[config.mk]
export PLATFORM = sky130hd
export DESIGN_NAME = slmr_ctrl
export DESIGN_NICKNAME = d
export VERILOG_FILES = /design/src/rtl/slmr_pkg.sv /design/src/rtl/slmr_ctrl.sv
export SDC_FILE = /design/constraint.sdc
export NUM_CORES = 1
export LEC_CHECK = 0
export BUFFER_PORTS_ARGS = -buffer_cell sky130_fd_sc_hd__buf_2
export CORE_AREA = 5 5 42 44
export DETAILED_ROUTE_END_ITERATION = 6
export DIE_AREA = 0 0 47 49
export PLACE_DENSITY = 0.57
export SLEW_MARGIN = 20
export SYNTH_ARGS = -nofsm -noshare
export SYNTH_HDL_FRONTEND = slang
export SYNTH_SLANG_ARGS = --single-unit
export TNS_END_PERCENT = 100
[constraint.sdc]
create_clock -name clk -period 1.49 [get_ports clk]
set_clock_uncertainty 0.15 [all_clocks]
set_input_delay 0.2235 -clock clk [delete_from_list [all_inputs] [get_ports clk]]
set_output_delay 0.2235 -clock clk [all_outputs]
set_load 0.02 [all_outputs]
[src/rtl/slmr_pkg.sv]
// shared types and constants for the sorted link merge reducer
`timescale 1ns / 1ps
package slmr_pkg;
  localparam int NUM_STREAMS = 16;
  localparam int STREAM_W = $clog2(NUM_STREAMS);
  localparam int NODE_W = 32;
  localparam int CNT_W = 16;
  localparam int GAP_W = 32;
  localparam int RNG_W = 31;
  localparam int TOT_W = 20;
  localparam int SUM_W = 53;
  localparam int DIV_STEPS = SUM_W;
  localparam int DCNT_W = $clog2(DIV_STEPS + 1);

  localparam logic [1:0] KIND_REQ  = 2'd0;
  localparam logic [1:0] KIND_EDGE = 2'd1;
  localparam logic [1:0] KIND_DONE = 2'd2;

  localparam logic [2:0] REG_MIN_LINK_COUNT = 3'd0;

  typedef struct packed {
    logic accept;
    logic min_step;
    logic acc_step;
    logic div_start;
    logic div_step;
    logic idx_step;
    logic load_edge;
    logic load_req;
    logic load_done;
    logic set_await;
  } slmr_cmd_t;

  typedef struct packed {
    logic trigger;
    logic none_live;
    logic idx_last;
    logic pass;
    logic div_done;
    logic emit_ok;
    logic cur_consumed;
    logic out_free;
  } slmr_sts_t;
endpackage

[src/rtl/slmr_ctrl.sv]
// controller state machine: sequences scan, accumulate, divide and emit
`timescale 1ns / 1ps
module slmr_ctrl import slmr_pkg::*; (
  input  logic       clk,
  input  logic       rst_n,
  input  logic       in_tvalid,
  output logic       in_tready,
  input  slmr_sts_t  sts,
  output slmr_cmd_t  cmd
);
  localparam logic [2:0] ST_IDLE = 3'd0;
  localparam logic [2:0] ST_DONE = 3'd1;
  localparam logic [2:0] ST_MIN  = 3'd2;
  localparam logic [2:0] ST_ACC  = 3'd3;
  localparam logic [2:0] ST_CHK  = 3'd4;
  localparam logic [2:0] ST_DIV  = 3'd5;
  localparam logic [2:0] ST_EDGE = 3'd6;
  localparam logic [2:0] ST_REQ  = 3'd7;

  logic [2:0] state_r, state_nxt;

  always_ff @(posedge clk) begin
    if (!rst_n) begin
      state_r <= ST_IDLE;
    end else begin
      state_r <= state_nxt;
    end
  end

  always_comb begin
    state_nxt = state_r;
    cmd = '0;
    in_tready = 1'b0;
    unique case (state_r)
      ST_IDLE: begin
        in_tready = 1'b1;
        if (in_tvalid) begin
          cmd.accept = 1'b1;
          if (sts.trigger) begin
            state_nxt = sts.none_live ? ST_DONE : ST_MIN;
          end
        end
      end
      ST_DONE: begin
        if (sts.out_free) begin
          cmd.load_done = 1'b1;
          state_nxt = ST_IDLE;
        end
      end
      ST_MIN: begin
        cmd.min_step = 1'b1;
        cmd.idx_step = 1'b1;
        if (sts.idx_last) state_nxt = ST_ACC;
      end
      ST_ACC: begin
        cmd.acc_step = 1'b1;
        cmd.idx_step = 1'b1;
        if (sts.idx_last) state_nxt = ST_CHK;
      end
      ST_CHK: begin
        cmd.set_await = 1'b1;
        if (sts.pass) begin
          cmd.div_start = 1'b1;
          state_nxt = ST_DIV;
        end else begin
          state_nxt = ST_REQ;
        end
      end
      ST_DIV: begin
        cmd.div_step = 1'b1;
        if (sts.div_done) state_nxt = ST_EDGE;
      end
      ST_EDGE: begin
        if (!sts.emit_ok) begin
          state_nxt = ST_REQ;
        end else if (sts.out_free) begin
          cmd.load_edge = 1'b1;
          state_nxt = ST_REQ;
        end
      end
      ST_REQ: begin
        if (!sts.cur_consumed || sts.out_free) begin
          cmd.load_req = sts.cur_consumed;
          cmd.idx_step = 1'b1;
          if (sts.idx_last) state_nxt = ST_IDLE;
        end
      end
      default: state_nxt = ST_IDLE;
    endcase
  end
endmodule

==> results.cfg <==
[run_status]
status = finished, violations left
violated_checks = setup timing

[sta]
drv_slew = 0
finalSetupViolCount = 2
finalCritPeriodShare_pct = 101
hold_violations = 0
rsz_0062_raised_after_global_routing = true
slew_headroom_pct = 85.1
max_clock_freq_mhz = 662
layout_min_cycle_time_ps = 1510
setup_slack_ps = -21.3
tightest_slew_ps = 220

[cts]
num_cts_buffers = 3
h-tree-depth = 1
clkSinkCount = 3
worstSkewPairLatency_ps = 230
cts-root-to-sink-buffers = 2
cts.root.buffer_cell = clkbuf_4
cts_hold_buffers = 0
cts.reportedPaths.clkPinSlew_ps = 40
cts_tree = built

[grt]
grt_start_max_net_pins = 8
grt_first_pass_wirelength_mm = 1.85
antenna_found_initial = 0
grt_pass1_vias = 435
track_usage_pct = 10.8
grt_remaining_overflow = 0

[power]
power.switching_fraction_pct = 38.5
p_int_w = 0.000462
cell_pwr_density_nw_per_um2 = 1080
combinational_share_of_power_pct = 63.6
cellLeakagePower_nw = 0.334
power.sequential.fraction_pct = 17.8
clk_network_pwr_share_pct = 18.6
net-switching-power_w = 0.000289
ir_drop_v = 0.000779

[logic_synthesis]
synth_seq_area_share_pct = 16.8
synth_cells = 47
yosys_warnings = 0
synth.net_count = 58
post_synth_instance_area_um2 = 358
synthesis.area_per_instance_um2 = 7.61
yosys_register_bits = 3
synth.lib_cells_used.distinct = 28

[final_layout]
number_of_inserted_filler_cells_in_the_final_layout = 154
biggestRegsByFlops = state_r x3
post_route_cells_drive_above_1_share_pct = 63.0
nets = 93
final_area_um2 = 698
largest_register_ffs = 3
regMostFlops = state_r
area_growth_syn_to_layout_pct = 95.1
fin_util_pct = 49.8
insertedDiodeCount = 0

[route]
wl_per_cell_um = 11.6
detail_route.iter0.violations = 9
finalWirelength_mm = 1.13
iteration_count_of_the_initial_detailed_routing_pass = 3
detail-route-antenna-nets = 0
post-route-drc-count = 0
route.vias.total = 469
number_of_vias_per_cell_after_detailed_routing = 4.84

[setup_path]
path_cells = buf_6 -> nor3_4 -> and2_4 -> buf_6
worst_flop_to_flop_path_endpoint = state_r[1]$_SDFFE_PN0P_
crit_required_ps = 1120
ff2ff_setup_slack_ps = 40
cp_slowest_cell = dfxtp_4
cpPeakStageDelay_ps = 360
timing.reg2reg.worst_path_depth = 5
worstSetupPathType = flip-flop to primary output
critical_path.most_common_cell = buf_6
worst_r2r_startpoint = state_r[0]$_SDFFE_PN0P_
endpoint_kind = primary output
worst-path-max-fanout = 7
critical_path_arrival_ps = 1140
setup.worst_path.start_class = flip-flop

[hold_path]
class_of_the_worst_hold_path = input pin to flip-flop
whs_path_depth = 3
worstHoldEndpoint = state_r[0]$_SDFFE_PN0P_
hold_path.startpoint = rst_n

[floorplan]
row_count = 14
die_h_um = 49
coreArea_um2 = 1400
boundaryPins = 22
die_area_um2 = 2300
floorplan.initialDensity_pct = 25.5
die_w_um = 47

[place]
buffer_ports.inserted = 21
gp_routability_congestion = 0.713
dpl_cell_area_um2 = 523
detailedPlacementHpwl_um = 817

[flow_run]
number_of_max_cap_violations = 0
## how the worst max path moves through the flow
stage / to / slack (ps) / depth (start not counted) / from
floorplan: cmd[7] / -10 / 2 / state_r[1]$_SDFFE_PN0P_
global placement: state_r[1]$_SDFFE_PN0P_ / 30 / 4 / state_r[1]$_SDFFE_PN0P_
detailed placement: state_r[1]$_SDFFE_PN0P_ / 10 / 4 / state_r[1]$_SDFFE_PN0P_
CTS: cmd[6] / -30 / 4 / state_r[1]$_SDFFE_PN0P_
global route: cmd[9] / -100 / 4 / state_r[1]$_SDFFE_PN0P_
finish: cmd[9] / -20 / 4 / state_r[2]$_SDFFE_PN0P_
## logic make-up after synthesis
family | after synthesis | share of synthesized area [%]
and+or+nand+nor | 25 | 40.6
AOI/OAI and AO/OA | 11 | 25.5
buffers and inverters | 5 | 8.74
muxes | 3 | 8.39
DFF | 3 | 16.8
## layout by cell type (no fill, tap or decap), drive strengths merged
cell,n
buf,33
nand2,6
nand2b,4
clkbuf,4
mux2i,3
dfxtp,3
nor3b,3
and2,3
nor2,3
inv,2
nor3,2
a21oi,2
a21boi,1
and3b,1
and4b,1
nand3,1
o311ai,1
a211oi,1
a211o,1
o21bai,1
o2111ai,1
o211a,1
nand4,1
o21a,1
o21ai,1
## worst max-delay path: cells and delay by family (launching register included)
family	cells	cell delay, ps
DFF	1	360
and+or+nand+nor	2	320
buffers and inverters	2	230
## synth_stat cells
cell	instances	share of area, %
nand2_1	6	6.3
dfxtp_1	3	17
mux2i_1	3	8.4
nand2b_1	3	5.2
nor2_1	3	3.1
nor3b_1	3	6.3
a21oi_1	2	2.8
and2_1	2	3.5
inv_1	2	2.1
nor3_1	2	2.8
a211o_1	1	2.4
a211oi_1	1	2.1
a21boi_0	1	2.1
and2_2	1	2.1
and3b_2	1	2.8
and4b_1	1	2.8
buf_2	1	1.4
buf_4	1	2.1
buf_6	1	3.1
nand2b_2	1	2.4
nand3_1	1	1.4
nand4_1	1	1.7
o2111ai_2	1	4.2
o211a_1	1	2.8
o21a_1	1	2.1
o21ai_0	1	1.4
o21bai_2	1	3.1
o311ai_0	1	2.4
## what timing repair did
action | 4_1_cts | 5_1_grt
setup buffers | 5 | 0
pin swaps | 2 | 6
endpoints found under the setup margin | 12 | 13
cloned | 0 | 0
gates resized for setup | 23 | 16
## power groups by stage
stage               Clock, W  Sequential (W)  Combinational [W]
finish              0.000140        0.000134           0.000477
global route        0.000160        0.000137           0.000516
CTS                 0.000144        0.000133           0.000424
detailed placement         0        0.000129           0.000348
global placement           0        0.000129           0.000347
floorplan                  0        0.000113           0.000248
## layer usage
metal | track usage, % | vias up | routed length, µm
met3 | 4.80 | 0 | 78
met4 | 1.38 | 0 | 0
met1 | 13.3 | 217 | 475
met2 | 17.2 | 13 | 573
met5 | 0 | - | 0
li1 | - | 239 | -
## per-stage QoR
step / instances / total power, W / hold WS, ps / setup WS [ps] / setup TNS [ps]
after detailed placement: 88 / 0.000477 / 391 / 11.1 / 0
after floorplan: 47 / 0.000361 / 223 / -11.4 / -23.6
after global routing: 97 / 0.000814 / 140 / -95.2 / -448
after global placement: 88 / 0.000476 / 380 / 32.5 / 0
after CTS: 97 / 0.000701 / 137 / -26.2 / -52.6
final: 97 / 0.000751 / 143 / -21.3 / -27.7
## cell type report
type	count	area, µm²	area share, %
inverters	2	7.51	1.08
well taps	16	20.0	2.87
clock buffers	4	26.3	3.76
multi-input cells	39	314	45.0
flip-flops and latches	3	71.3	10.2
repair buffers	33	259	37.1
Power figures use the tool's default switching activity.
